===== config.mk =====
export PLATFORM = sky130hd
export DESIGN_NAME = dle_etx_packet_deframer
export DESIGN_NICKNAME = d
export VERILOG_FILES = /design/src/hw/rtl/dled_pkg.sv /design/src/hw/rtl/dled_core.sv /design/src/hw/rtl/dled_result_reg.sv /design/src/hw/rtl/dle_etx_packet_deframer.sv
export SDC_FILE = /design/constraint.sdc
export NUM_CORES = 1
export LEC_CHECK = 0
export BUFFER_PORTS_ARGS = -buffer_cell sky130_fd_sc_hd__buf_4
export CORE_MARGIN = 4
export CORE_UTILIZATION = 30
export CTS_BUF_LIST = sky130_fd_sc_hd__clkbuf_4
export DETAILED_ROUTE_END_ITERATION = 8
export GPL_TIMING_DRIVEN = 0
export HOLD_SLACK_MARGIN = 0.05
export SLEW_MARGIN = 20
export SYNTH_ARGS = -nofsm -noshare
export SYNTH_HDL_FRONTEND = slang
export SYNTH_HIERARCHICAL = 1
export SYNTH_SLANG_ARGS = --single-unit

===== constraint.sdc =====
create_clock -name i_clk -period 2.5 [get_ports i_clk]
set_input_delay 0.5 -clock i_clk [delete_from_list [all_inputs] [get_ports i_clk]]
set_output_delay 0.5 -clock i_clk [all_outputs]
set_load 0.01 [all_outputs]

===== src/hw/rtl/dled_pkg.sv =====
// Shared types and constants for the DLE/ETX packet deframer.
// No dependencies; imported by every deframer module.
`timescale 1ns / 1ps

package dled_pkg;

    localparam logic [7:0] DLE_CODE = 8'h10;
    localparam logic [7:0] ETX_CODE = 8'h03;

    localparam int BUFFER_DEPTH_DEF = 256;

    // sync hunt: DLE ETX DLE then a non-DLE byte
    typedef enum logic [1:0] {
        SYNC_DLE1 = 2'd0,
        SYNC_ETX  = 2'd1,
        SYNC_DLE2 = 2'd2,
        SYNC_DATA = 2'd3
    } t_sync_phase;

    typedef struct packed {
        logic       store_valid;
        logic [7:0] store_index;
        logic [7:0] store_byte;
        logic       packet_done;
        logic [7:0] packet_length;
        logic       synced_now;
        logic       capturing;
        logic       overflow;
    } t_result;

endpackage


===== src/hw/rtl/dled_core.sv =====
// Deframer state machine: sync hunt, packet capture, unstuffing and counting.
// Depends on dled_pkg.
`timescale 1ns / 1ps

module dled_core #(
    parameter int BUFFER_DEPTH = dled_pkg::BUFFER_DEPTH_DEF
) (
    input  logic              i_clk,
    input  logic              i_rst_n,
    input  logic              i_advance,
    input  logic [7:0]        i_rx_byte,
    output dled_pkg::t_result o_result
);
    import dled_pkg::*;

    localparam int CNT_W = $clog2(BUFFER_DEPTH + 1);

    logic              r_capture, n_capture;
    t_sync_phase       r_phase, n_phase;
    logic              r_open, n_open;
    logic              r_stuff, n_stuff;
    logic [CNT_W-1:0]  r_count, n_count;
    logic              do_store;
    logic [CNT_W-1:0]  cnt_dec;
    t_result           res;

    always_ff @(posedge i_clk) begin
        if (!i_rst_n) begin
            r_capture <= 1'b0;
            r_phase   <= SYNC_DLE1;
            r_open    <= 1'b0;
            r_stuff   <= 1'b0;
            r_count   <= '0;
        end else if (i_advance) begin
            r_capture <= n_capture;
            r_phase   <= n_phase;
            r_open    <= n_open;
            r_stuff   <= n_stuff;
            r_count   <= n_count;
        end
    end

    always_comb begin
        n_capture = r_capture;
        n_phase   = r_phase;
        n_open    = r_open;
        n_stuff   = r_stuff;
        n_count   = r_count;
        do_store  = 1'b0;
        res       = '0;
        cnt_dec   = (r_count != '0) ? r_count - 1'b1 : '0;

        if (r_capture) begin
            if (!r_open) begin
                if (i_rx_byte == DLE_CODE) begin
                    n_open  = 1'b1;
                    n_stuff = 1'b0;
                end
            end else if (i_rx_byte == DLE_CODE) begin
                // second of a doubled DLE is dropped
                n_stuff  = !r_stuff;
                do_store = !r_stuff;
            end else if (i_rx_byte == ETX_CODE && r_stuff) begin
                // terminator: take back the DLE already stored
                res.packet_done   = 1'b1;
                res.packet_length = (32'(cnt_dec) > 32'd255) ? 8'd255 : 8'(cnt_dec);
                n_count = '0;
                n_open  = 1'b0;
                n_stuff = 1'b0;
            end else begin
                n_stuff  = 1'b0;
                do_store = 1'b1;
            end
        end else begin
            unique case (r_phase)
                SYNC_DLE1: n_phase = (i_rx_byte == DLE_CODE) ? SYNC_ETX : SYNC_DLE1;
                SYNC_ETX:  n_phase = (i_rx_byte == ETX_CODE) ? SYNC_DLE2 : SYNC_DLE1;
                SYNC_DLE2: n_phase = (i_rx_byte == DLE_CODE) ? SYNC_DATA : SYNC_DLE1;
                SYNC_DATA: begin
                    n_phase = SYNC_DLE1;
                    if (i_rx_byte != DLE_CODE) begin
                        do_store       = 1'b1;
                        n_open         = 1'b1;
                        n_stuff        = 1'b0;
                        n_capture      = 1'b1;
                        res.synced_now = 1'b1;
                    end
                end
            endcase
        end

        if (do_store) begin
            if (r_count < CNT_W'(BUFFER_DEPTH)) begin
                res.store_valid = 1'b1;
                res.store_index = 8'(r_count);
                res.store_byte  = i_rx_byte;
                n_count         = r_count + 1'b1;
            end else begin
                res.overflow = 1'b1;
            end
        end

        res.capturing = n_capture;
    end

    assign o_result = res;

endmodule


===== src/hw/rtl/dled_result_reg.sv =====
// Result register between the deframer logic and the output channel.
// Depends on dled_pkg.
`timescale 1ns / 1ps

module dled_result_reg (
    input  logic              i_clk,
    input  logic              i_rst_n,
    input  logic              i_valid,
    output logic              o_ready,
    input  dled_pkg::t_result i_result,
    output logic              o_valid,
    input  logic              i_ready,
    output dled_pkg::t_result o_result
);
    import dled_pkg::*;

    logic    r_valid;
    t_result r_result;

    assign o_ready = !r_valid || i_ready;

    always_ff @(posedge i_clk) begin
        if (!i_rst_n) begin
            r_valid <= 1'b0;
        end else if (o_ready) begin
            r_valid <= i_valid;
        end
    end

    always_ff @(posedge i_clk) begin
        if (i_valid && o_ready) begin
            r_result <= i_result;
        end
    end

    assign o_valid  = r_valid;
    assign o_result = r_result;

endmodule


===== src/hw/rtl/dle_etx_packet_deframer.sv =====
// Top level of the DLE/ETX packet deframer: input register, core, result register.
// Depends on dled_pkg, dled_core and dled_result_reg.
`timescale 1ns / 1ps

// DLE/ETX deframer for a received serial byte stream. After reset the block
// hunts for DLE ETX DLE followed by a non-DLE byte; that byte is stored as the
// first packet byte and flagged with o_synced_now, and capture mode then holds
// until reset. In capture mode a DLE opens a packet, a doubled DLE stores one
// DLE, and DLE ETX closes the packet with o_packet_done and o_packet_length
// (saturated at 255). Every received byte gives exactly one output transaction;
// a stored byte shows o_store_valid with its buffer index (low 8 bits) and
// value, a byte dropped at a full buffer (BUFFER_DEPTH entries) shows
// o_overflow. Throughput is one transaction per clock while i_ready does not
// stall the output; each byte is held in the input register, then its decode
// and count update are captured in the result register, which drives the outputs.
// Backpressure from i_ready propagates combinationally to o_ready through both
// registers.

module dle_etx_packet_deframer #(
    parameter int BUFFER_DEPTH = dled_pkg::BUFFER_DEPTH_DEF
) (
    input  logic       i_clk,
    input  logic       i_rst_n,
    // input byte channel
    input  logic       i_valid,
    output logic       o_ready,
    input  logic [7:0] i_rx_byte,
    // result channel
    output logic       o_valid,
    input  logic       i_ready,
    output logic       o_store_valid,
    output logic [7:0] o_store_index,
    output logic [7:0] o_store_byte,
    output logic       o_packet_done,
    output logic [7:0] o_packet_length,
    output logic       o_synced_now,
    output logic       o_capturing,
    output logic       o_overflow
);
    import dled_pkg::*;

    logic       r_in_valid;
    logic [7:0] r_in_byte;
    logic       res_ready;
    logic       advance;
    t_result    core_result;
    t_result    out_result;

    // input register; moves whenever the result stage can take its content
    assign o_ready = !r_in_valid || res_ready;
    assign advance = r_in_valid && res_ready;

    always_ff @(posedge i_clk) begin
        if (!i_rst_n) begin
            r_in_valid <= 1'b0;
        end else if (o_ready) begin
            r_in_valid <= i_valid;
        end
    end

    always_ff @(posedge i_clk) begin
        if (i_valid && o_ready) begin
            r_in_byte <= i_rx_byte;
        end
    end

    // framing state advances only when the registered byte moves on
    dled_core #(
        .BUFFER_DEPTH (BUFFER_DEPTH)
    ) u_core (
        .i_clk     (i_clk),
        .i_rst_n   (i_rst_n),
        .i_advance (advance),
        .i_rx_byte (r_in_byte),
        .o_result  (core_result)
    );

    dled_result_reg u_result (
        .i_clk    (i_clk),
        .i_rst_n  (i_rst_n),
        .i_valid  (r_in_valid),
        .o_ready  (res_ready),
        .i_result (core_result),
        .o_valid  (o_valid),
        .i_ready  (i_ready),
        .o_result (out_result)
    );

    assign o_store_valid   = out_result.store_valid;
    assign o_store_index   = out_result.store_index;
    assign o_store_byte    = out_result.store_byte;
    assign o_packet_done   = out_result.packet_done;
    assign o_packet_length = out_result.packet_length;
    assign o_synced_now    = out_result.synced_now;
    assign o_capturing     = out_result.capturing;
    assign o_overflow      = out_result.overflow;

    // a byte is either stored or dropped, never both
    a_store_xor_drop: assert property (@(posedge i_clk) disable iff (!i_rst_n)
        o_valid |-> !(o_store_valid && o_overflow))
        else $error("store and overflow in one transaction");

    // sync event stores the first byte and enters capture mode
    a_sync_stores: assert property (@(posedge i_clk) disable iff (!i_rst_n)
        (o_valid && o_synced_now) |-> (o_capturing && o_store_valid && o_store_index == 8'd0))
        else $error("sync event without first store");

    // packet end only in capture mode and never with a store
    a_done_capture: assert property (@(posedge i_clk) disable iff (!i_rst_n)
        (o_valid && o_packet_done) |-> (o_capturing && !o_store_valid && !o_overflow))
        else $error("packet end outside capture or with a store");

    // a stalled input register holds its byte
    a_in_hold: assert property (@(posedge i_clk) disable iff (!i_rst_n)
        (r_in_valid && !res_ready) |=> (r_in_valid && $stable(r_in_byte)))
        else $error("input register lost a stalled byte");

endmodule

== Word level (Yosys, flattened, before mapping) ==
Index checks and enable logic that the tools add are counted.
Word-level totals
  output and inout port bits: 31
  register bits after elaboration: 53
  logic and storage cells: 82
  input bits: 12
Operators by class
  equal/unequal tests: 7
  bitwise logic cells: 3
  $lt $le $gt $ge: 2
  reduce and logical (&&, ||, !) cells: 18
  muxes and demuxes: 34
  $add $sub $neg: 2
Operators by type and width (number)
  $mux W9: 8
  $mux W1: 21
  $mux W17: 1
  $add A9 B1 Y9 const B: 1
  $gt A9 B8 Y1 const B: 1
  $lt A9 B9 Y1 const B: 1
  $reduce_bool A9 Y1: 1
  $sub A9 B1 Y9 const B: 1
  $eq A8 B2 Y1 const B: 1
  $eq A8 B5 Y1 const B: 1
  $mux W8: 1
  $ne A8 B5 Y1 const B: 1
  $pmux W2 S4: 1
  $eq A2 B2 Y1 const B: 2
  $mux W2: 2
  $reduce_and A2 Y1: 2
  $reduce_and A4 Y1: 1
  $reduce_bool A2 Y1: 2
  $reduce_or A4 Y1: 1
  $logic_and A1 B1 Y1: 3
  $logic_not A1 Y1: 3
  $ne A3 B3 Y1 const B: 1
  $not A1 Y1: 3
  $reduce_and A3 Y1: 1
  4 further kinds: 5

== Depth between registers and ports, before layout ==
Gate-level depths: netlist of the first run.
  depth after elaboration: 8
  mapped depth: 8
  depth with buffers taken out: 7

== Hierarchy ==
The synthesis of the first run kept the hierarchy.
By module, submodules not included
  dled_core: seq. area each 280.3 sq um, times used 1, cells an instance 156, area each 1241.2 sq um
  dled_result_reg: seq. area each 890.9 sq um, times used 1, cells an instance 34, area each 928.4 sq um
  dle_etx_packet_deframer: seq. area each 260.2 sq um, times used 1, cells an instance 14, area each 305.3 sq um

== Least setup slack after synthesis of the first run ==
Ideal clock, no wire load.
  kind: in2reg
  start point: input i_ready
  end point: register u_core.r_count[4]
  path slack: 0.400 ns
  setup time: 0.125 ns
  data required time: 2.375 ns
  cell stages on the path: 8
  data arrival time: 1.975 ns
  path buffers: 1
  path through: nand2b_4 -> and2_2 -> clkbuf_1 -> nand3_1 -> a311oi_1 -> nor4b_4 -> o21bai_1 -> o2bb2ai_1
On the way
  cells in the longest elaborated chain, start to end: 2
Ends and longest elaborated chain
  start: declaration: line dle_etx_packet_deframer.sv:30  | input logic i_ready,
  $logic_or A1 B1 Y1: line dled_result_reg.sv:20  | assign o_ready = !r_valid || i_ready;
  $logic_and A1 B1 Y1: line dle_etx_packet_deframer.sv:51  | assign advance = r_in_valid && res_ready;
  via advance: line dle_etx_packet_deframer.sv:45  | logic advance;
  end signal: assignment: line dled_core.sv:39  | r_count <= n_count;
  end: declaration: line dled_core.sv:22  | logic [CNT_W-1:0] r_count, n_count;
The timed path passes the listed nets, and every way through them passes these cells.
A chain may end at the register's enable or synchronous reset.

== Final worst setup path of the first run ==
  start point: register r_in_valid
  end point: register u_core.r_count[4]
On the way
  cells in the longest elaborated chain, start to end: 1
Ends and longest elaborated chain
  start: declaration: line dle_etx_packet_deframer.sv:42  | logic r_in_valid;
  start signal: assignment: line dle_etx_packet_deframer.sv:57  | r_in_valid <= i_valid;
  $logic_and A1 B1 Y1: line dle_etx_packet_deframer.sv:51
  via advance: line dle_etx_packet_deframer.sv:45
The timed path passes the listed nets, and every way through them passes these cells.

==> results of run 1 <==
layer usage:
layer	vias up	GRT usage, %
li1	856	-
met1	795	11.82
met2	36	16.01
met3	8	2.477
met4	0	5.252
met5	-	0
worst register-to-register path: stages, from the launching register on:
cell,delay (ps)
dfxtp_1,430
and2_2,170
clkbuf_1,360
nand3_1,230
a311oi_1,440
nor4b_4,140
o21bai_1,200
o2bb2ai_1,140
power groups by stage:
stage                     Combinational (mW)  Sequential (mW)  Clock (mW)
final                                  0.102            0.984       0.372
after detailed placement               0.105             1.01           0
after global routing                   0.111            0.989       0.422
after floorplan                       0.0359             1.02           0
after CTS                              0.105            0.985       0.389
after global placement                 0.103             1.00           0
layout make-up:
type | instances | area share, %
clock buffer | 6 | 1.515
multi-input combinational | 130 | 32.24
tap | 102 | 4.293
timing repair buffer | 42 | 10.61
clock inverter | 2 | 0.3367
buffer | 10 | 1.473
inverter | 11 | 1.389
sequential | 53 | 48.15
registers in the layout, indices dropped and copies added, names as in the netlist:
name and cells:
u_core/r_open 1, u_result/o_valid 1, u_core/r_phase 2, r_in_byte 8
u_core/r_capture 1, u_core/r_stuff 1, u_result/o_result 29, r_in_valid 1
u_core/r_count 9
placed cells by master, fill, tap and decap left out, types with 3 or more instances in the layout:
master	netlist	final
edfxtp_1	37	37
a21oi_1	11	11
nor3_1	6	6
nand3_1	4	4
o21ai_1	3	3
and3_1	4	4
clkbuf_4	0	6
a31oi_1	4	4
buf_4	1	43
xnor2_1	5	5
dfxtp_1	16	16
nand2b_1	5	5
and2_1	11	11
nor2_1	10	10
nand2_1	12	12
inv_1	11	11
clkbuf_1	6	6
ha_1	3	3
stage by stage:
stage	TNS (ps)	instance area, µm²	std cells	worst slack [ps]	power, mW
4_1_cts	0	2973	356	288.7	1.479
5_1_grt	0	2973	356	118.6	1.522
3_5_place_dp	-18.38	2918	348	-18.38	1.110
3_3_place_gp	0	2918	348	52.68	1.107
6_report	0	2973	356	304.7	1.458
2_1_floorplan	0	2475	204	399.8	1.051
kinds of logic after synthesis:
| group | share of synthesized area [%] |
|---|---|
| buffers and inverters | 3.438 |
| and+or+nand+nor | 20.98 |
| adders and majority gates | 1.517 |
| xor gates and xnor gates | 2.123 |
| DFF | 57.84 |
| AOI/OAI and AO/OA | 14.10 |
worst paths after layout:
path / start / end
setup reg to reg: r_in_valid$_SDFFE_PN0P_ / u_core/r_count[4]$_SDFFE_PN0P_
hold reg to reg: u_core/r_phase[1]$_SDFFE_PN0P_ / u_core/r_phase[1]$_SDFFE_PN0P_
hold / removal: i_rx_byte[2] / r_in_byte[2]$_DFFE_PP_
setup / recovery: r_in_valid$_SDFFE_PN0P_ / u_core/r_count[4]$_SDFFE_PN0P_
==> flow_summary_export.csv, run 1 <==
group,metric,value,unit
clock_network,hold_buffers,0,
floorplanning,dieArea,9766,µm²
critical_path,crit_chain,"and2_2 > clkbuf_1 > nand3_1 > a311oi_1 > nor4b_4 > o21bai_1 > o2bb2ai_1",
timing,tightest_slew,600.0,ps
route,top_layer,"met4",
route,drc,0,
route,wl_met3,208,µm
synth,synthFlopType,"edfxtp_1",
route,viasPerCell,4.761,
critical_path,reg2reg_depth,7,
route,wl_met2,2138,µm
global_route,grtUsageTotal,9.797,%
floorplanning,fp.dieH,98.83,µm
synth,yosysWarnings,6,
route,drtIter0Drc,107,
route,met1_length,2060,µm
placement,dp_hpwl,3372,µm
timing,clock.fmax,0.4555,GHz
min_path,hold_class,"input port to flop",
floorplanning,rows,32,
global_route,overflow,0,
power,p_seq_share,67.5,%
clock_network,ctsResizeCount,0,
power,powerDensity,490.6,nW/µm²
power,p_comb_share,7.0,%
route,wl,4508,µm
timing,slew_headroom,59.90,%
global_route,grt_pass1_vias,1662,
clock_network,htreeDepth,2,
placement,port_buffers,42,
power,p_int,1.139,mW
clock_network,root_buffer,"clkbuf_4",
floorplanning,die_w,98.83,µm
synth,synth_edf_count,37,
synth,synth_cells,204,
cells_and_area,fillers,760,
synth,yosysTopAreaCellShare,44.89,%
global_route,antenna_found_initial,0,
clock_network,numCtsBuffers,5,
route,drt_pre_antenna_iters,6,
timing,hold_ws,304.9,ps
floorplanning,ios,43,
critical_path,end_kind,"flop",
synth,ys_ff_latch,53,
clock_network,worst_skew_pair.late_latency,360,ps
synth,syn-num-nets,219,
power,p_leak,1.141,nW
placement,gp_congestion,0.8095,
cells_and_area,final_layout_size_suffix_gt1_share,29.53,%
cells_and_area,fin_nets,268,
synth,synth.yosys.seq_area_share,57.84,%
synth,synth_top_cells_by_count,"edfxtp_1 (37), dfxtp_1 (16), nand2_1 (12)",
critical_path,critPathSlowestCell,"a311oi_1",
cells_and_area,final_util,37.69,%
critical_path,arrival,2460,ps
clock_network,post-cts-setup-buffer-count,0,
power,p_sw_share,21.91,%
timing,rsz0062_at_grt,"no",
cells_and_area,insertedDiodeCount,0,
clock_network,cts_buffer_depth,2,
clock_network,cts_sinks,53,
critical_path,path_depth,7,
synth,synth_area,2475,µm²
route,wl_per_cell,12.66,µm
synth,async_flop_share,0,%
critical_path,start_kind,"flop",
floorplanning,core_area,7888,µm²
cells_and_area,synthToLayoutAreaGrowth,20.12,%
critical_path,crit_type,"flop to flop",
timing,setup-violations-final,0,
synth,yosys.cell_count.top_type,"edfxtp_1",
route,ant_nets,0,
critical_path,r2r_slack,300,ps
min_path,min_path_cells,1,
cells_and_area,multi_input_area,958.4,µm²
global_route,grt_pass1_wl,7748,µm
timing,period_minus_slack,2195,ps
clock_network,clk_pin_slew,140,ps
critical_path,required,2760,ps
power,power_frac_clock,25.5,%
global_route,grt_max_degree,30,
clock_network,tritoncts,"built",
route,vias,1695,
critical_path,crit_buf_inv,1,
critical_path,cpPeakStageDelay,440,ps
critical_path,path_max_fanout,10,
synth,yosysTopAreaCell,"edfxtp_1",
power,ir_drop,0.2025,mV
power,switching_power,319.6,µW
timing,skew,7.511,ps
floorplanning,start_util,31.38,%
outcome,status,"finished clean",
timing,drv_slew,0,
synth,synthTopCellsByArea,"edfxtp_1 (45%), dfxtp_1 (13%), and2_1 (2.8%)",
synth,yosysUniqueCellTypes,56,
cells_and_area,seq_area,1431,µm²
timing,period_share,87.81,%
flow_run,maxCapViolations,0,
synth,syn_area_per_cell,12.13,µm²
critical_path,crit_family,"compound AO/OA/AOI/OAI gates",
timing,hold_violations,0,
Note: power is estimated with default switching activity, not from simulation.
==> inputs of run 2 (changes only) <==
--- a/config.mk
+++ b/config.mk
@@ -12,6 +12,7 @@
 export DETAILED_ROUTE_END_ITERATION = 8
 export GPL_TIMING_DRIVEN = 0
 export HOLD_SLACK_MARGIN = 0.05
+export PLACE_DENSITY = 0.46
 export SLEW_MARGIN = 20
 export SYNTH_ARGS = -nofsm -noshare
 export SYNTH_HDL_FRONTEND = slang
==> run 2 against run 1 <==
Against the previous run:
- hold slack better by 0.85 ps
- critical endpoint unchanged
- non-clock buffer count stayed put
- clock skew is 4.5 ps higher
==> flow_summary_export.csv, run 2 (synthesized netlist as in run 1, its figures left out) <==
group,metric,value,unit
timing,tightest_slew,620.4,ps
route,vias,1683,
power,powerDensity,519.2,nW/µm²
timing,slew_headroom,58.07,%
min_path,min_path_cells,1,
min_path,hold_class,"input port to flop",
cells_and_area,insertedDiodeCount,0,
cells_and_area,mostFrequentLayoutCells,"buf_4 (43), edfxtp_1 (37), dfxtp_1 (16), nand2_1 (12)",
cells_and_area,final_common_cell,"buf_4",
floorplanning,rows,32,
min_path,hold_end,"r_in_byte[5]$_DFFE_PP_",
route,wl,5006,µm
cells_and_area,fillers,761,
route,viasPerCell,4.728,
critical_path,reg2reg_depth,7,
cells_and_area,largest_reg_flops,29,
critical_path,r2r_slack,270,ps
clock_network,cts_buffer_depth,2,
critical_path,crit_start,"r_in_valid$_SDFFE_PN0P_",
cells_and_area,fin_nets,268,
power,ir_drop,0.3004,mV
timing,clock.fmax,0.4484,GHz
floorplanning,fp.dieH,98.83,µm
placement,place_ws,-21.23,ps
timing,skew,12.03,ps
global_route,grt_pass1_vias,1575,
min_path,hold_start,"i_rx_byte[5]",
route,wl_per_cell,14.06,µm
clock_network,root_buffer,"clkbuf_4",
critical_path,arrival,2500,ps
floorplanning,start_util,31.38,%
global_route,grt_pass1_wl,8162,µm
cells_and_area,final_layout_size_suffix_gt1_share,29.13,%
critical_path,reg2reg_from,"r_in_valid$_SDFFE_PN0P_",
timing,drv_slew,0,
timing,setup-violations-final,0,
route,drc,0,
floorplanning,ios,43,
route,ant_nets,0,
clock_network,htreeDepth,2,
power,p_leak,1.148,nW
timing,rsz0062_at_grt,"no",
flow_run,maxCapViolations,0,
global_route,antenna_found_initial,0,
clock_network,cts_sinks,53,
clock_network,worst_skew_pair.late_latency,370,ps
route,drtIter0Drc,51,
critical_path,r2r-end,"u_core/r_count[4]$_SDFFE_PN0P_",
floorplanning,die_w,98.83,µm
clock_network,hold_buffers,0,
floorplanning,core_area,7888,µm²
clock_network,ctsResizeCount,0,
outcome,status,"finished clean",
clock_network,post-cts-setup-buffer-count,0,
critical_path,crit_type,"flop to flop",
placement,dp_hpwl,3709,µm
timing,period_share,89.20,%
critical_path,end_kind,"flop",
cells_and_area,synthToLayoutAreaGrowth,21.08,%
placement,gp_congestion,0.7418,
global_route,grtUsageTotal,10.47,%
global_route,overflow,0,
critical_path,start_kind,"flop",
clock_network,numCtsBuffers,5,
floorplanning,dieArea,9766,µm²
timing,hold_violations,0,
critical_path,required,2770,ps
critical_path,path_max_fanout,10,
route,drt_pre_antenna_iters,5,
timing,setup_tns,0,ps
clock_network,clk_pin_slew,150,ps
clock_network,tritoncts,"built",
global_route,grt_max_degree,30,
timing,period_minus_slack,2230,ps
placement,port_buffers,42,
timing,setup_slack,270.1,ps
[run 2: layout make-up]
class / count / area (µm²) / area share [%]
well taps: 102 / 127.6 / 4.259
clock buffers: 6 / 45.04 / 1.503
clock inverters: 2 / 33.78 / 1.127
inverters: 11 / 41.29 / 1.378
plain buffers: 10 / 43.79 / 1.461
multi-input cells: 130 / 958.4 / 31.98
repair buffers: 42 / 315.3 / 10.52
flip-flops and latches: 53 / 1431 / 47.77
[run 2: worst max-delay path, cell delays in order (launching register included)]
cell and delay, ps:
dfxtp_1 440, and2_2 170, clkbuf_1 360, nand3_1 240, a311oi_1 450, nor4b_4 150
o21bai_1 200, o2bb2ai_1 130
[run 2: layer usage]
metal  vias up  global-route usage [%]  wire, µm  share of wire [%]
met5         -                       0         0                  0
met4         0                   4.097        80                1.6
met3         5                   2.406       178                3.6
met2        29                   16.17      2233                 45
met1       795                   14.24      2513                 50
li1        854                       -         -                  -
[run 2: worst max path at each step]
| stage | end | slack, ps |
|---|---|---|
| after CTS | u_core/r_count[4]$_SDFFE_PN0P_ | 230 |
| final | u_core/r_count[4]$_SDFFE_PN0P_ | 270 |
| after floorplan | u_core/r_count[4]$_SDFFE_PN0P_ | 400 |
| after detailed placement | u_core/r_count[4]$_SDFFE_PN0P_ | -20 |
| after global placement | u_core/r_count[4]$_SDFFE_PN0P_ | -20 |
| after global routing | u_core/r_count[4]$_SDFFE_PN0P_ | 20 |
[run 2: power breakdown]
| group | internal (mW) | switching [mW] |
|---|---|---|
| registers | 0.968 | 0.0165 |
| logic | 0.0521 | 0.0509 |
| clock network | 0.219 | 0.249 |
[run 2: per-stage QoR]
stage	util (%)	instances	hold slack, ps	area (µm²)	power (mW)
after floorplan	-	204	467.9	2475	1.051
after global placement	36.99	348	492.3	2918	1.110
after detailed placement	36.99	348	500.2	2918	1.111
after CTS	37.99	356	278.7	2997	1.593
after global routing	37.99	356	273.5	2997	1.627
final	37.99	356	305.7	2997	1.556
==> inputs of run 3 (changes only) <==
--- a/config.mk
+++ b/config.mk
@@ -12,7 +12,7 @@
 export DETAILED_ROUTE_END_ITERATION = 8
 export GPL_TIMING_DRIVEN = 0
 export HOLD_SLACK_MARGIN = 0.05
-export PLACE_DENSITY = 0.46
+export PLACE_DENSITY_LB_ADDON = 0.1
 export SLEW_MARGIN = 20
 export SYNTH_ARGS = -nofsm -noshare
 export SYNTH_HDL_FRONTEND = slang
==> run 3 against run 2 <==
Against the previous run:
- hold slack worse by 23 ps
- sequential cell count unchanged
- total power up 7.5%
- sequential share of layout area down 0.38 points
- utilization up 0.30 points
- register-to-register slack worse by 50 ps
- clock skew up 8.1 ps
- critical endpoint is now u_result/o_result[26]$_DFFE_PP_
- largest power group unchanged
==> flow_summary_export.csv, run 3 (synthesized netlist as in run 1, its figures left out) <==
group,metric,value,unit
outcome,status,"finished clean",
timing,tightest_slew,633.1,ps
route,vias,1717,
timing,clock.fmax,0.4383,GHz
critical_path,r2r_slack,220,ps
global_route,grt_max_degree,30,
clock_network,htreeDepth,2,
floorplanning,dieArea,9766,µm²
power,ir_drop,0.2130,mV
placement,dp_hpwl,3753,µm
clock_network,cts_buffer_depth,2,
power,powerDensity,553.8,nW/µm²
critical_path,end_kind,"flop",
cells_and_area,final_common_cell,"buf_4",
global_route,antenna_found_initial,0,
floorplanning,rows,32,
critical_path,required,2640,ps
cells_and_area,final_util,38.29,%
cells_and_area,final_layout_size_suffix_gt1_share,29.53,%
global_route,grt_pass1_vias,1667,
route,drtIter0Drc,92,
clock_network,cts_sinks,53,
clock_network,ctsResizeCount,0,
floorplanning,ios,43,
route,wl_met2,2384,µm
placement,port_buffers,42,
clock_network,worst_skew_pair.late_latency,380,ps
global_route,grtUsageTotal,11.00,%
cells_and_area,final_cells,356,
floorplanning,die_w,98.83,µm
power,p_leak,1.160,nW
clock_network,root_buffer,"clkbuf_4",
route,drc,0,
route,top_layer,"met4",
global_route,grt_pass1_wl,8700,µm
power,total_power,1.673,mW
critical_path,path_max_fanout,10,
route,viasPerCell,4.823,
timing,rsz0062_at_grt,"no",
timing,period_minus_slack,2282,ps
clock_network,numCtsBuffers,5,
cells_and_area,mostFrequentLayoutCells,"buf_4 (43), edfxtp_1 (37), dfxtp_1 (16), nand2_1 (12)",
global_route,overflow,0,
clock_network,tritoncts,"built",
route,wl_per_cell,14.61,µm
timing,hold_violations,0,
cells_and_area,fin_nets,268,
placement,place_inst,348,
clock_network,post-cts-setup-buffer-count,0,
floorplanning,core_area,7888,µm²
route,ant_nets,0,
timing,skew,20.17,ps
flow_run,maxCapViolations,0,
critical_path,start_kind,"flop",
floorplanning,fp.dieH,98.83,µm
timing,slew_headroom,57.69,%
cells_and_area,largest_reg_flops,29,
route,met1_length,2548,µm
timing,period_share,91.27,%
min_path,hold_class,"input port to flop",
timing,hold_ws,283.1,ps
cells_and_area,synthToLayoutAreaGrowth,22.04,%
route,drt_pre_antenna_iters,4,
clock_network,clk_pin_slew,170,ps
critical_path,arrival,2420,ps
clock_network,hold_buffers,0,
placement,gp_congestion,0.7559,
route,wl,5201,µm
timing,setup-violations-final,0,
route,wl_met3,202,µm
critical_path,crit_type,"flop to flop",
timing,drv_slew,0,
cells_and_area,insertedDiodeCount,0,
floorplanning,start_util,31.38,%
[run 3: changes by cell type in the layout (fill, tap and decap cells not counted)]
| cell | delta |
|---|---|
| bufinv_16 | +1 |
| clkbuf_4 | -1 |
| clkinv_2 | +1 |
| clkinv_1 | -1 |
[run 3: area by class of cell]
cell class | count | area (µm²)
multi-input cells | 130 | 958.4
repair buffers | 42 | 315.3
plain buffers | 10 | 43.79
clock inverters | 3 | 65.06
inverters | 11 | 41.29
well taps | 102 | 127.6
flip-flops and latches | 53 | 1431
fillers | 766 | 4867
clock buffers | 5 | 37.54
[run 3: metrics by stage]
| step | worst slack, ps | cell area (µm²) | TNS [ps] |
|---|---|---|---|
| 2_1_floorplan | 399.8 | 2475 | 0 |
| 3_3_place_gp | -27.76 | 2918 | -27.76 |
| 3_5_place_dp | -84.91 | 2918 | -84.91 |
| 4_1_cts | 185.9 | 3020 | 0 |
| 5_1_grt | 26.87 | 3020 | 0 |
| 6_report | 218.2 | 3020 | 0 |
[run 3: critical path, stage by stage, from the launching register on]
cell and delay, ps:
edfxtp_1 480, nor4_4 590, o211ai_2 240, a22o_4 320, clkbuf_1 210, and2_1 200
[run 3: layer usage]
| layer | up-vias | track usage, % |
|---|---|---|
| met2 | 29 | 16.27 |
| met4 | 0 | 3.151 |
| met3 | 5 | 2.548 |
| met1 | 832 | 16.02 |
| li1 | 851 | - |
| met5 | - | 0 |
[run 3: final timing paths]
check	depth (start not counted)	endpoint	start
min	1	r_in_byte[7]$_DFFE_PP_	i_rx_byte[7]
min reg2reg	2	u_result/o_valid$_SDFFE_PN0P_	r_in_valid$_SDFFE_PN0P_
max reg2reg	5	u_result/o_result[26]$_DFFE_PP_	r_in_byte[2]$_DFFE_PP_
max	5	u_result/o_result[26]$_DFFE_PP_	r_in_byte[2]$_DFFE_PP_
[run 3: power breakdown]
group,internal [mW],switching [mW]
registers,0.968,0.0169
logic,0.0521,0.0516
clock network,0.310,0.274
